===== src/design/krs_pkg.sv =====
// Package for the keyed record store: table size, derived widths, operation codes
// and the command and status structs between the controller and the datapath.
// It depends on nothing else.
`default_nettype none

package krs_pkg;

  // Number of records the table holds.
  localparam int TABLE_DEPTH = 16;

  // Width of a slot index and of a count that can hold TABLE_DEPTH itself.
  localparam int IDX_W = (TABLE_DEPTH > 1) ? $clog2(TABLE_DEPTH) : 1;
  localparam int CNT_W = $clog2(TABLE_DEPTH + 1);

  // Field widths of the request and response transactions.
  localparam int OP_W    = 2;
  localparam int KEY_W   = 32;
  localparam int DATA_W  = 64;
  localparam int SLOTS_W = 5;

  // Index of the last slot that the scan visits.
  localparam logic [IDX_W-1:0] LAST_IDX = IDX_W'(TABLE_DEPTH - 1);

  // Operation codes carried by a request.
  typedef enum logic [OP_W-1:0] {
    OP_ADD    = 2'd0,
    OP_GET    = 2'd1,
    OP_REMOVE = 2'd2
  } op_t;

  // Commands from the controller to the datapath.
  typedef struct packed {
    logic             load;
    logic             scan;
    logic [IDX_W-1:0] scan_idx;
    logic             commit;
  } krs_cmd_t;

  // Status from the datapath to the controller.
  typedef struct packed {
    logic out_free;
  } krs_stat_t;

endpackage

`default_nettype wire


===== src/design/krs_req_if.sv =====
// Request channel of the keyed record store: handshake plus operation, key and data.
// It depends on krs_pkg for the field widths.
`default_nettype none

interface krs_req_if;
  logic                       valid;
  logic                       ready;
  logic [krs_pkg::OP_W-1:0]   operation;
  logic [krs_pkg::KEY_W-1:0]  record_key;
  logic [krs_pkg::DATA_W-1:0] record_data;

  modport source (output valid, output operation, output record_key, output record_data,
                  input ready);
  modport sink (input valid, input operation, input record_key, input record_data,
                output ready);
endinterface

`default_nettype wire


===== src/design/krs_rsp_if.sv =====
// Response channel of the keyed record store: handshake plus flags, data and counts.
// It depends on krs_pkg for the field widths.
`default_nettype none

interface krs_rsp_if;
  logic                        valid;
  logic                        ready;
  logic                        hit;
  logic                        stored;
  logic [krs_pkg::DATA_W-1:0]  read_data;
  logic [krs_pkg::SLOTS_W-1:0] used_slots;
  logic [krs_pkg::SLOTS_W-1:0] free_slots;

  modport source (output valid, output hit, output stored, output read_data,
                  output used_slots, output free_slots, input ready);
  modport sink (input valid, input hit, input stored, input read_data,
                input used_slots, input free_slots, output ready);
endinterface

`default_nettype wire


===== src/design/krs_ram.sv =====
// Generic simple dual-port RAM: one write port and one read port with registered data.
// It depends on nothing else.
`default_nettype none

module krs_ram #(
  parameter int  WIDTH  = 32,
  parameter int  DEPTH  = 16,
  localparam int ADDR_W = (DEPTH > 1) ? $clog2(DEPTH) : 1
) (
  input  wire logic              clk,
  input  wire logic              we,
  input  wire logic [ADDR_W-1:0] waddr,
  input  wire logic [WIDTH-1:0]  wdata,
  input  wire logic [ADDR_W-1:0] raddr,
  output logic      [WIDTH-1:0]  rdata
);

  logic [WIDTH-1:0] mem [DEPTH];

  // Write port and registered read port.
  always_ff @(posedge clk) begin
    if (we) begin
      mem[waddr] <= wdata;
    end
    rdata <= mem[raddr];
  end

endmodule

`default_nettype wire


===== src/design/krs_ctrl.sv =====
// Controller of the keyed record store: the request state machine and the scan counter.
// It depends on krs_pkg for the command and status structs.
`default_nettype none

module krs_ctrl (
  input  wire logic               clk,
  input  wire logic               rst,
  input  wire logic               req_valid,
  output logic                    req_ready,
  input  wire krs_pkg::krs_stat_t stat,
  output krs_pkg::krs_cmd_t       cmd
);

  typedef enum logic [3:0] {
    ST_IDLE   = 4'b0001,
    ST_SCAN   = 4'b0010,
    ST_DRAIN  = 4'b0100,
    ST_UPDATE = 4'b1000
  } state_t;

  state_t                    state;
  state_t                    state_next;
  logic [krs_pkg::IDX_W-1:0] scan_idx;
  logic [krs_pkg::IDX_W-1:0] scan_idx_next;

  // Next state and scan address.
  always_comb begin
    state_next    = state;
    scan_idx_next = scan_idx;
    case (state)
      ST_IDLE: begin
        scan_idx_next = '0;
        if (req_valid) begin
          state_next = ST_SCAN;
        end
      end
      ST_SCAN: begin
        if (scan_idx == krs_pkg::LAST_IDX) begin
          state_next = ST_DRAIN;
        end else begin
          scan_idx_next = scan_idx + krs_pkg::IDX_W'(1);
        end
      end
      ST_DRAIN: begin
        state_next = ST_UPDATE;
      end
      ST_UPDATE: begin
        if (stat.out_free) begin
          state_next = ST_IDLE;
        end
      end
      default: begin
        state_next = ST_IDLE;
      end
    endcase
  end

  // State register.
  always_ff @(posedge clk) begin
    if (rst) begin
      state    <= ST_IDLE;
      scan_idx <= '0;
    end else begin
      state    <= state_next;
      scan_idx <= scan_idx_next;
    end
  end

  // Commands to the datapath.
  always_comb begin
    req_ready    = (state == ST_IDLE);
    cmd.load     = req_valid && (state == ST_IDLE);
    cmd.scan     = (state == ST_SCAN);
    cmd.scan_idx = scan_idx;
    cmd.commit   = (state == ST_UPDATE) && stat.out_free;
  end

  // An accepted transaction starts the scan at slot zero.
  a_scan_start: assert property (@(posedge clk) disable iff (rst)
    cmd.load |=> (state == ST_SCAN) && (scan_idx == '0))
    else $error("scan did not start at slot zero after a request");

  // The drain cycle follows only the read of the last slot.
  a_drain_after_last: assert property (@(posedge clk) disable iff (rst)
    (state == ST_DRAIN) |-> $past(state == ST_SCAN && scan_idx == krs_pkg::LAST_IDX))
    else $error("drain reached before the whole table was read");

  // A committed result frees the controller for the next request.
  a_commit_idle: assert property (@(posedge clk) disable iff (rst)
    cmd.commit |=> (state == ST_IDLE) && req_ready)
    else $error("controller not idle after commit");

endmodule

`default_nettype wire


===== src/design/krs_dpath.sv =====
// Datapath of the keyed record store: key and data RAMs, valid bits, slot count,
// scan compare and the response register. It depends on krs_pkg and krs_ram.
`default_nettype none

module krs_dpath (
  input  wire logic                        clk,
  input  wire logic                        rst,
  input  wire krs_pkg::krs_cmd_t           cmd,
  output krs_pkg::krs_stat_t               stat,
  input  wire logic [krs_pkg::OP_W-1:0]    req_operation,
  input  wire logic [krs_pkg::KEY_W-1:0]   req_key,
  input  wire logic [krs_pkg::DATA_W-1:0]  req_data,
  output logic                             rsp_valid,
  input  wire logic                        rsp_ready,
  output logic                             rsp_hit,
  output logic                             rsp_stored,
  output logic [krs_pkg::DATA_W-1:0]       rsp_read_data,
  output logic [krs_pkg::SLOTS_W-1:0]      rsp_used_slots,
  output logic [krs_pkg::SLOTS_W-1:0]      rsp_free_slots
);

  // Latched request.
  logic [krs_pkg::OP_W-1:0]   op;
  logic [krs_pkg::KEY_W-1:0]  key;
  logic [krs_pkg::DATA_W-1:0] data;

  // Table state held in flip-flops.
  logic [krs_pkg::TABLE_DEPTH-1:0] valid;
  logic [krs_pkg::CNT_W-1:0]       count;

  // Compare stage, registered from the RAM read address so that it lines up with the RAM data.
  logic                       cmp_en;
  logic [krs_pkg::IDX_W-1:0]  cmp_idx;
  logic [krs_pkg::KEY_W-1:0]  key_rd;
  logic [krs_pkg::DATA_W-1:0] data_rd;

  // Scan results.
  logic                       found;
  logic [krs_pkg::IDX_W-1:0]  match_idx;
  logic [krs_pkg::DATA_W-1:0] match_data;
  logic                       free_found;
  logic [krs_pkg::IDX_W-1:0]  free_idx;

  // Update decision.
  logic                       key_we;
  logic                       data_we;
  logic [krs_pkg::IDX_W-1:0]  waddr;
  logic [krs_pkg::CNT_W-1:0]  count_next;
  logic                       set_valid;
  logic                       clr_valid;
  logic                       hit_next;
  logic                       stored_next;
  logic [krs_pkg::DATA_W-1:0] read_data_next;

  krs_ram #(
    .WIDTH (krs_pkg::KEY_W),
    .DEPTH (krs_pkg::TABLE_DEPTH)
  ) u_key_ram (
    .clk   (clk),
    .we    (key_we),
    .waddr (waddr),
    .wdata (key),
    .raddr (cmd.scan_idx),
    .rdata (key_rd)
  );

  krs_ram #(
    .WIDTH (krs_pkg::DATA_W),
    .DEPTH (krs_pkg::TABLE_DEPTH)
  ) u_data_ram (
    .clk   (clk),
    .we    (data_we),
    .waddr (waddr),
    .wdata (data),
    .raddr (cmd.scan_idx),
    .rdata (data_rd)
  );

  // Request register, loaded when a transaction is accepted.
  always_ff @(posedge clk) begin
    if (cmd.load) begin
      op   <= req_operation;
      key  <= req_key;
      data <= req_data;
    end
  end

  // Compare stage: track the address whose RAM data arrives next cycle.
  always_ff @(posedge clk) begin
    if (rst) begin
      cmp_en <= 1'b0;
    end else begin
      cmp_en <= cmd.scan;
    end
    cmp_idx <= cmd.scan_idx;
  end

  // First matching valid entry and first free slot found during the scan.
  always_ff @(posedge clk) begin
    if (rst) begin
      found      <= 1'b0;
      free_found <= 1'b0;
    end else if (cmd.load) begin
      found      <= 1'b0;
      free_found <= 1'b0;
    end else if (cmp_en) begin
      if (!found && valid[cmp_idx] && (key_rd == key)) begin
        found <= 1'b1;
      end
      if (!free_found && !valid[cmp_idx]) begin
        free_found <= 1'b1;
      end
    end
  end

  always_ff @(posedge clk) begin
    if (cmp_en && !found && valid[cmp_idx] && (key_rd == key)) begin
      match_idx  <= cmp_idx;
      match_data <= data_rd;
    end
    if (cmp_en && !free_found && !valid[cmp_idx]) begin
      free_idx <= cmp_idx;
    end
  end

  // Outcome of the request once the scan is complete.
  always_comb begin
    key_we         = 1'b0;
    data_we        = 1'b0;
    waddr          = match_idx;
    count_next     = count;
    set_valid      = 1'b0;
    clr_valid      = 1'b0;
    hit_next       = 1'b0;
    stored_next    = 1'b0;
    read_data_next = '0;
    case (krs_pkg::op_t'(op))
      krs_pkg::OP_ADD: begin
        if (found) begin
          data_we     = cmd.commit;
          hit_next    = 1'b1;
          stored_next = 1'b1;
        end else if (free_found) begin
          waddr       = free_idx;
          key_we      = cmd.commit;
          data_we     = cmd.commit;
          set_valid   = 1'b1;
          count_next  = count + krs_pkg::CNT_W'(1);
          stored_next = 1'b1;
        end
      end
      krs_pkg::OP_GET: begin
        if (found) begin
          hit_next       = 1'b1;
          read_data_next = match_data;
        end
      end
      krs_pkg::OP_REMOVE: begin
        if (found) begin
          clr_valid = 1'b1;
          hit_next  = 1'b1;
          if (count != '0) begin
            count_next = count - krs_pkg::CNT_W'(1);
          end
        end
      end
      default: begin
      end
    endcase
  end

  // Table state update at commit.
  always_ff @(posedge clk) begin
    if (rst) begin
      valid <= '0;
      count <= '0;
    end else if (cmd.commit) begin
      count <= count_next;
      if (set_valid) begin
        valid[free_idx] <= 1'b1;
      end
      if (clr_valid) begin
        valid[match_idx] <= 1'b0;
      end
    end
  end

  // Response register: holds a finished transaction until the sink takes it.
  always_ff @(posedge clk) begin
    if (rst) begin
      rsp_valid <= 1'b0;
    end else if (cmd.commit) begin
      rsp_valid <= 1'b1;
    end else if (rsp_ready) begin
      rsp_valid <= 1'b0;
    end
  end

  always_ff @(posedge clk) begin
    if (cmd.commit) begin
      rsp_hit        <= hit_next;
      rsp_stored     <= stored_next;
      rsp_read_data  <= read_data_next;
      rsp_used_slots <= krs_pkg::SLOTS_W'(count_next);
      rsp_free_slots <= krs_pkg::SLOTS_W'(krs_pkg::CNT_W'(krs_pkg::TABLE_DEPTH) - count_next);
    end
  end

  assign stat.out_free = !rsp_valid || rsp_ready;

  // The slot count always agrees with the valid bits.
  a_count_matches: assert property (@(posedge clk) disable iff (rst)
    $countones(valid) == count)
    else $error("slot count differs from the number of valid entries");

  // A commit never overwrites a response that is still waiting.
  a_no_overwrite: assert property (@(posedge clk) disable iff (rst)
    cmd.commit |-> (!rsp_valid || rsp_ready))
    else $error("response register overwritten before it was taken");

  // Only an add can report a stored entry.
  a_stored_on_add: assert property (@(posedge clk) disable iff (rst)
    (cmd.commit && stored_next) |-> (krs_pkg::op_t'(op) == krs_pkg::OP_ADD))
    else $error("stored flag raised on a request that is not an add");

endmodule

`default_nettype wire


===== src/design/keyed_record_store_unit.sv =====
// Keyed record store: an accepted request runs through a scan of all TABLE_DEPTH slots
// (one slot read per cycle), a drain state and an update state; the response is registered at commit.
// One request is in work at a time; the next is accepted the cycle after the commit. A
// waiting response holds the next request in its update state. Synchronous reset clears
// the valid bits and slot count at once, with no clearing pass. Uses krs_pkg, krs_req_if,
// krs_rsp_if, krs_ctrl and krs_dpath.
`default_nettype none

module keyed_record_store_unit (
  input  wire logic clk,
  input  wire logic rst,
  krs_req_if.sink   req,
  krs_rsp_if.source rsp
);

  krs_pkg::krs_cmd_t  cmd;
  krs_pkg::krs_stat_t stat;

  krs_ctrl u_ctrl (
    .clk       (clk),
    .rst       (rst),
    .req_valid (req.valid),
    .req_ready (req.ready),
    .stat      (stat),
    .cmd       (cmd)
  );

  krs_dpath u_dpath (
    .clk            (clk),
    .rst            (rst),
    .cmd            (cmd),
    .stat           (stat),
    .req_operation  (req.operation),
    .req_key        (req.record_key),
    .req_data       (req.record_data),
    .rsp_valid      (rsp.valid),
    .rsp_ready      (rsp.ready),
    .rsp_hit        (rsp.hit),
    .rsp_stored     (rsp.stored),
    .rsp_read_data  (rsp.read_data),
    .rsp_used_slots (rsp.used_slots),
    .rsp_free_slots (rsp.free_slots)
  );

endmodule

`default_nettype wire

===== src/flat_wrapper.sv =====
// flat-port wrapper written by rule: the top's interface ports become plain ports
module keyed_record_store_unit_flat 
  (clk, rst, req_valid, req_operation, req_record_key, req_record_data, req_ready, rsp_valid, rsp_hit, rsp_stored, rsp_read_data, rsp_used_slots, rsp_free_slots, rsp_ready);
  krs_req_if req_i ();
  krs_rsp_if rsp_i ();
  input  wire logic clk;
  input  wire logic rst;
  input wire logic [$bits(req_i.valid)-1:0] req_valid;
  input wire logic [$bits(req_i.operation)-1:0] req_operation;
  input wire logic [$bits(req_i.record_key)-1:0] req_record_key;
  input wire logic [$bits(req_i.record_data)-1:0] req_record_data;
  output wire logic [$bits(req_i.ready)-1:0] req_ready;
  output wire logic [$bits(rsp_i.valid)-1:0] rsp_valid;
  output wire logic [$bits(rsp_i.hit)-1:0] rsp_hit;
  output wire logic [$bits(rsp_i.stored)-1:0] rsp_stored;
  output wire logic [$bits(rsp_i.read_data)-1:0] rsp_read_data;
  output wire logic [$bits(rsp_i.used_slots)-1:0] rsp_used_slots;
  output wire logic [$bits(rsp_i.free_slots)-1:0] rsp_free_slots;
  input wire logic [$bits(rsp_i.ready)-1:0] rsp_ready;
  assign req_i.valid = req_valid;
  assign req_i.operation = req_operation;
  assign req_i.record_key = req_record_key;
  assign req_i.record_data = req_record_data;
  assign req_ready = req_i.ready;
  assign rsp_valid = rsp_i.valid;
  assign rsp_hit = rsp_i.hit;
  assign rsp_stored = rsp_i.stored;
  assign rsp_read_data = rsp_i.read_data;
  assign rsp_used_slots = rsp_i.used_slots;
  assign rsp_free_slots = rsp_i.free_slots;
  assign rsp_i.ready = rsp_ready;
  keyed_record_store_unit u_core (.clk(clk), .rst(rst), .req(req_i), .rsp(rsp_i));
endmodule

===== config.mk =====
export PLATFORM = sky130hd
export DESIGN_NAME = keyed_record_store_unit_flat
export DESIGN_NICKNAME = d
export VERILOG_FILES = /design/src/design/krs_pkg.sv /design/src/design/krs_req_if.sv /design/src/design/krs_rsp_if.sv /design/src/design/krs_ram.sv /design/src/design/krs_ctrl.sv /design/src/design/krs_dpath.sv /design/src/design/keyed_record_store_unit.sv /design/src/flat_wrapper.sv
export SDC_FILE = /design/constraint.sdc
export NUM_CORES = 2
export LEC_CHECK = 0
export BUFFER_PORTS_ARGS = -buffer_cell sky130_fd_sc_hd__buf_4
export CORE_UTILIZATION = 50
export DETAILED_ROUTE_END_ITERATION = 12
export PLACE_DENSITY = 0.66
export SYNTH_ARGS = -nofsm -noshare
export SYNTH_HDL_FRONTEND = slang
export SYNTH_SLANG_ARGS = --single-unit

===== constraint.sdc =====
create_clock -name clk -period 10.2 [get_ports clk]
set_input_delay 1.02 -clock clk [delete_from_list [all_inputs] [get_ports clk]]
set_output_delay 1.02 -clock clk [all_outputs]
set_load 0.02 [all_outputs]

# Word-level counts from Yosys, hierarchy flattened
# Memory sizes are Yosys's and may differ from the RTL's. A register that Yosys moved wholly into a read port is not among the register bits.
# Cells that the tools add are included.
dict set report totals {
  ff_bits 283
  ramBits 1536
  in_bits 102
  out_inout_bits 78
  word_cells 115
  n_memories 2
}
dict set report classes {
  n_addsub 4
  n_lt_le_gt_ge 5
  n_eq_ne 12
  mux 41
  n_bitwise 3
  n_reduce_logical 28
}
# name depth width rd rd_ports_with_merged_regs write_ports line_no
set memory_table {}
lappend memory_table {u_core.u_dpath.u_data_ram.mem 16 64 1 1 1 krs_ram.sv:18} ;# logic [WIDTH-1:0] mem [DEPTH];
lappend memory_table {u_core.u_dpath.u_key_ram.mem 16 32 1 1 1 krs_ram.sv:18}
# cell n
set ops {}
lappend ops {{$mux 16} 4}
lappend ops {{$eq 32x32->1} 1}
lappend ops {{$mux 4} 7}
lappend ops {{$mux 1} 20}
lappend ops {{$mux 5} 4}
lappend ops {{$and 16x16->16} 1}
lappend ops {{$not 16->16} 1}
lappend ops {{$or 16x16->16} 1}
lappend ops {{$pmux 4 s4} 1}
lappend ops {{$lt 4x5->1 const B} 3}
lappend ops {{$logic_and 1x1->1} 12}
lappend ops {{$pmux 5 s2} 1}
lappend ops {{$demux 1 s4} 2}
lappend ops {{$eq 4x4->1 const B} 2}
lappend ops {{$ge 4x1->1 const B} 2}
lappend ops {{$pmux 4 s2} 1}
lappend ops {{$reduce_and 2->1} 4}
lappend ops {{$ne 2x2->1 const B} 3}
lappend ops {{$add 5x1->5 const B} 1}
lappend ops {{$reduce_bool 5->1} 1}
lappend ops {{$sub 5x1->5 const B} 1}
lappend ops {{$sub 5x5->5 const A} 1}
lappend ops {{$add 4x1->4 const B} 1}
lappend ops {{$bmux 1 s4} 1}
lappend ops {{other kinds (13)} 17}

# Longest topological paths before layout
dict set report logic_depth {
  ltp_word 10
  depth_mapped 11
}

# Cells and area by module
# From an unflattened synthesis, not the netlist that was laid out.
dict set report hier_totals {
  hier_cells 3081
  area_unflattened_um2 69631.8
}
# mod n_inst cells_each area_each_um2 seq_area_each_um2
set modules_own_cells {}
lappend modules_own_cells {{krs_ram at u_core.u_dpath.u_data_ram} 1 1647 39583.0 32030.7}
lappend modules_own_cells {{krs_ram at u_core.u_dpath.u_key_ram} 1 838 19835.3 16015.4}
lappend modules_own_cells {krs_dpath 1 548 9798.1 7937.6}
lappend modules_own_cells {krs_ctrl 1 48 415.4 160.2}

# Least setup slack after synthesis
# OpenSTA, ideal clock, no wires.
dict set report synth_timing {
  kind {flip-flop to flip-flop}
  start {reg u_core.u_dpath.cmp_idx[0] in the netlist's numbering}
  end {reg u_core.u_dpath.match_data[0] in the netlist's numbering, enable pin}
  setup_ps 666
  arrival_time_ps 7704
  t_required_ps 9534
  setup_slack_ps 1830
  stages_incl_launch_ff 5
  path_buffers 0
  period_less_slack_ps 8370
  cell_sequence {dfxtp_1 mux4_1 mux2i_1 mux2_2 nor4_1}
}
dict set report synth_between {
  elab_chain_len 4
}
# element line_no
set synth_rtl {}
lappend synth_rtl {{from (decl)} krs_dpath.sv:33} ;# logic [krs_pkg::IDX_W-1:0] cmp_idx;
lappend synth_rtl {{from (signal assigned)} krs_dpath.sv:95} ;# cmp_idx <= cmd.scan_idx;
lappend synth_rtl {{$bmux 1 s4} krs_dpath.sv:117} ;# if (cmp_en && !found && valid[cmp_idx] && (key_rd == key)) begin
lappend synth_rtl {{$mux 1 (implied by the code)} krs_dpath.sv:117}
lappend synth_rtl {{$logic_and 1x1->1 (2 in series)} krs_dpath.sv:117}
lappend synth_rtl {{to (signal assigned)} krs_dpath.sv:119} ;# match_data <= data_rd;
lappend synth_rtl {{to (decl)} krs_dpath.sv:40} ;# logic [krs_pkg::DATA_W-1:0] match_data;
# Every way passes these cells. The select of a mux whose other input is x is not followed.
# A chain may end at the register's enable or synchronous reset.

==> flow_summary_export.csv <==
group,metric,value,unit
run_status,status,"finished clean",
synth,synth_edf_count,1781,
pwr,ir_drop,0.000154,V
synth,synth_top_family_by_area,"multiplexers",
drt,routed_via_density,5.85,
floorplanning,die_x,376,um
cts,cts_buffer_depth,3,
drt,drt_iter0_drc,3037,
cts,numClockSinks,1914,
synth,synthAdderAreaFrac,0.0715,%
cts,cts_resized,0,
drt,wire_per_inst,28.0,um
synth,synth_largest_area_cell,"edfxtp_1",
sta,slew_headroom,18.6,%
critical_path,r2r_slack,6030,ps
drt,routed_wl,145,mm
synth,ys_warn_count,0,
drt,first_pass_iters,6,
sta,setup_ws,6030,ps
pwr,pwr_density_cell,208,mW/mm^2
global_routing,grtUsageTotal,20.8,%
floorplanning,pin_count,180,
sta,final.setup.tns,0,ps
sta,worst_hold_slack,386,ps
layout,post-route-util,57.7,%
layout,antennaDiodeCount,0,
critical_path,cp.arrival,4600,ps
cts,ctsRootBufferMaster,"clkbuf_16",
critical_path,cp.required,10620,ps
drt,ant_nets,0,
floorplanning,die_h,376,um
critical_path,crit_type,"register to register",
global_routing,overflow,0,
sta,rsz0062_at_grt,"false",
global_routing,grt_max_degree,170,
cts,cts_hold_buf,0,
synth,synth-seq-cells,1914,
synth,syn_nets,2978,
critical_path,startpoint_type,"register",
cts,htree_levels,4,
synth,synth_mux_area_share,15.7,%
critical_path,reg2reg_from,"u_core.u_ctrl.state[3]",
sta,hold_viol_final,0,
synth,avgSynthCellArea,24.4,um^2
critical_path,worstReg2RegEnd,"u_core.u_dpath.u_data_ram.mem[0][50]",
synth,synthTopCellsByArea,"edfxtp_1 76%, mux4_2 15%, dfxtp_1 3.8%, and2_1 0.61%, xor2_1 0.38%",
place,dpl.hpwl,75.4,mm
global_routing,antenna_found_initial,1,
critical_path,cp-end-kind,"register",
sta,worstMarginPinSlew,1220,ps
run,cap_violations,0,
synth,async_flop_share,0,%
synth,yosysSeqAreaShare,80.3,%
synth,yosysUniqueCellTypes,58,
cts,clkSlewWorstSetupHoldPaths,60,ps
global_routing,grt_pass1_wl,213,mm
layout,area_growth,14.0,%
floorplanning,row_count,136,
min_path,hold_class,"primary input to register",
synth,synth.top_cell.area_share,76.5,%
layout,fin_nets,3273,
global_routing,grt_pass1_vias,32000,
drt,drc,0,
sta,fin_crit,4170,ps
drt,vias,30300,
synth,synth_ff_type,"edfxtp_1",
layout,drive_gt1_share,31.5,%
floorplanning,start_util,50.6,%
cts,cts_setup_buffers,0,
critical_path,critPathLaunch,"u_core.u_ctrl.state[3]",
place,place_congestion,0.757,
place,port_buffers,179,
synth,synthXorXnorAreaFrac,0.501,%
critical_path,crit_fanout,39,
critical_path,reg2reg_depth,7,
layout,seq_area,0.0562,mm^2
cts,clkLatencyLatePin,810,ps
synth,synthSimpleGateAreaFrac,1.71,%
synth,syn-instance-count,2872,
sta,fin_skew,29.9,ps
layout,fillers,9763,
sta,fmax,240,MHz
min_path,holdPathStages,1,
sta,fin_crit_sh,40.9,%
sta,drv_slew,0,
critical_path,crit_path_end,"u_core.u_dpath.u_data_ram.mem[0][50]",
place,pre_cts_ws,5460,ps
floorplanning,die_area,0.141,mm^2
synth,synth_compound_gate_area_share,0.681,%
cts,cts_tree,"yes",
layout,multiInputGateArea,0.0133,mm^2
pwr,power.leakage,24.9,nW
sta,finalSetupViolCount,0,
synth,netlist_area,0.0700,mm^2
floorplanning,core-area,0.138,mm^2
cts,numCtsBuffers,184,
==> synthesized netlist by cell type (2+ instances only) <==
| cell type | number |
|---|---|
| edfxtp_1 | 1781 |
| mux4_2 | 481 |
| dfxtp_1 | 133 |
| and2_1 | 68 |
| nor2_1 | 62 |
| clkbuf_1 | 56 |
| buf_4 | 32 |
| xor2_1 | 30 |
| a21oi_1 | 21 |
| nand2_1 | 17 |
| buf_1 | 14 |
| buf_2 | 13 |
| buf_6 | 12 |
| inv_1 | 12 |
| o21a_1 | 12 |
| nor3_1 | 10 |
| nor4_1 | 10 |
| o21ai_0 | 10 |
| xnor2_1 | 10 |
| a211oi_1 | 7 |
| a31oi_1 | 7 |
| nand2b_1 | 7 |
| mux2i_1 | 5 |
| nand4_1 | 5 |
| and3_1 | 4 |
| ha_1 | 4 |
| mux4_1 | 3 |
| nand3_1 | 3 |
| nand3b_1 | 3 |
| nor2b_1 | 3 |
| nor4b_1 | 3 |
| mux2_2 | 2 |
| nor3b_1 | 2 |
| o211ai_1 | 2 |
| or2_2 | 2 |
| or4_1 | 2 |
| or4b_1 | 2 |
| or4b_2 | 2 |
==> cell usage in the layout (no fill, tap or decap), types with 20 or more instances in the layout <==
master / instances
xor2_1: 30
clkinv_2: 32
edfxtp_1: 1781
clkbuf_1: 52
dfxtp_1: 130
nor2_4: 32
and2_1: 67
clkinv_1: 20
clkbuf_16: 186
buf_4: 232
nor2_1: 30
mux4_2: 481
==> state kept, by name, indices dropped and copies added, names as in the netlist, 16 cells and up <==
register                         cells
u_core.u_dpath.u_data_ram.rdata     64
u_core.u_dpath.u_data_ram.mem     1024
u_core.u_dpath.valid                16
u_core.u_dpath.rsp_read_data        64
u_core.u_dpath.data                 64
u_core.u_dpath.u_key_ram.mem       512
u_core.u_dpath.u_key_ram.rdata      32
u_core.u_dpath.match_data           64
u_core.u_dpath.key                  32
==> report_power, final <==
group	internal, W	total [W]	switching [W]
Sequential	0.00898	0.00933	0.000344
Combinational	0.000225	0.000472	0.000247
Clock	0.00391	0.00676	0.00285
Total	0.0131	0.0166	0.00344
==> worst min-delay path by stage <==
| stage | startpoint | end |
|---|---|---|
| finish | req_record_data[50] | u_core.u_dpath.data[50] |
| floorplan | u_core.u_ctrl.scan_idx[3] | u_core.u_dpath.cmp_idx[3] |
| CTS | req_record_data[50] | u_core.u_dpath.data[50] |
| global placement | u_core.u_dpath.u_data_ram.rdata[49] | u_core.u_dpath.match_data[49] |
| detailed placement | u_core.u_dpath.u_data_ram.rdata[12] | u_core.u_dpath.match_data[12] |
| global route | req_record_data[51] | u_core.u_dpath.data[51] |
==> per-layer routing <==
layer	wire length, um	track usage (%)	vias to the layer above
met5	0	0	-
met4	2900	5.42	0
met3	8260	3.44	201
met2	75400	35.5	1033
met1	58700	28.1	16300
li1	-	-	12700
==> through the flow <==
step | power (W) | area (um^2) | std cells
floorplan | 0.00968 | 70000 | 2872
global placement | 0.00992 | 73700 | 4844
detailed placement | 0.00997 | 73700 | 4844
CTS | 0.0167 | 79800 | 5185
global route | 0.0170 | 79800 | 5185
finish | 0.0166 | 79800 | 5185
==> kinds of logic (layout without fill, tap and decap cells) <==
family                   count (synthesis)  after routing
flip-flops                            1914           1914
multiplexers                           491            491
AND/OR/NAND/NOR                        213            213
buffers and inverters                  140            590
AO/OA/AOI/OAI                           70             70
XOR/XNOR                                40             40
adder cells (fa/ha/maj)                  4              4
==> layout make-up <==
type                            instances  area share [%]
Clock buffer                          255            6.37
Clock inverter                         86            1.23
Inverter                               13          0.0706
Multi-Input combinational cell        818            16.7
Sequential cell                      1914            70.4
Tap cell                             1863            2.92
Timing Repair Buffer                  236            2.28
==> worst max-delay path, cell delays in order, from the launching register on <==
cell	delay [ps]
dfxtp_1	420
nor4b_1	340
nand2_1	370
inv_4	400
and2_1	270
nand2_1	270
nor2_4	970
buf_4	730
Note: power is estimated with default switching activity, not from simulation.
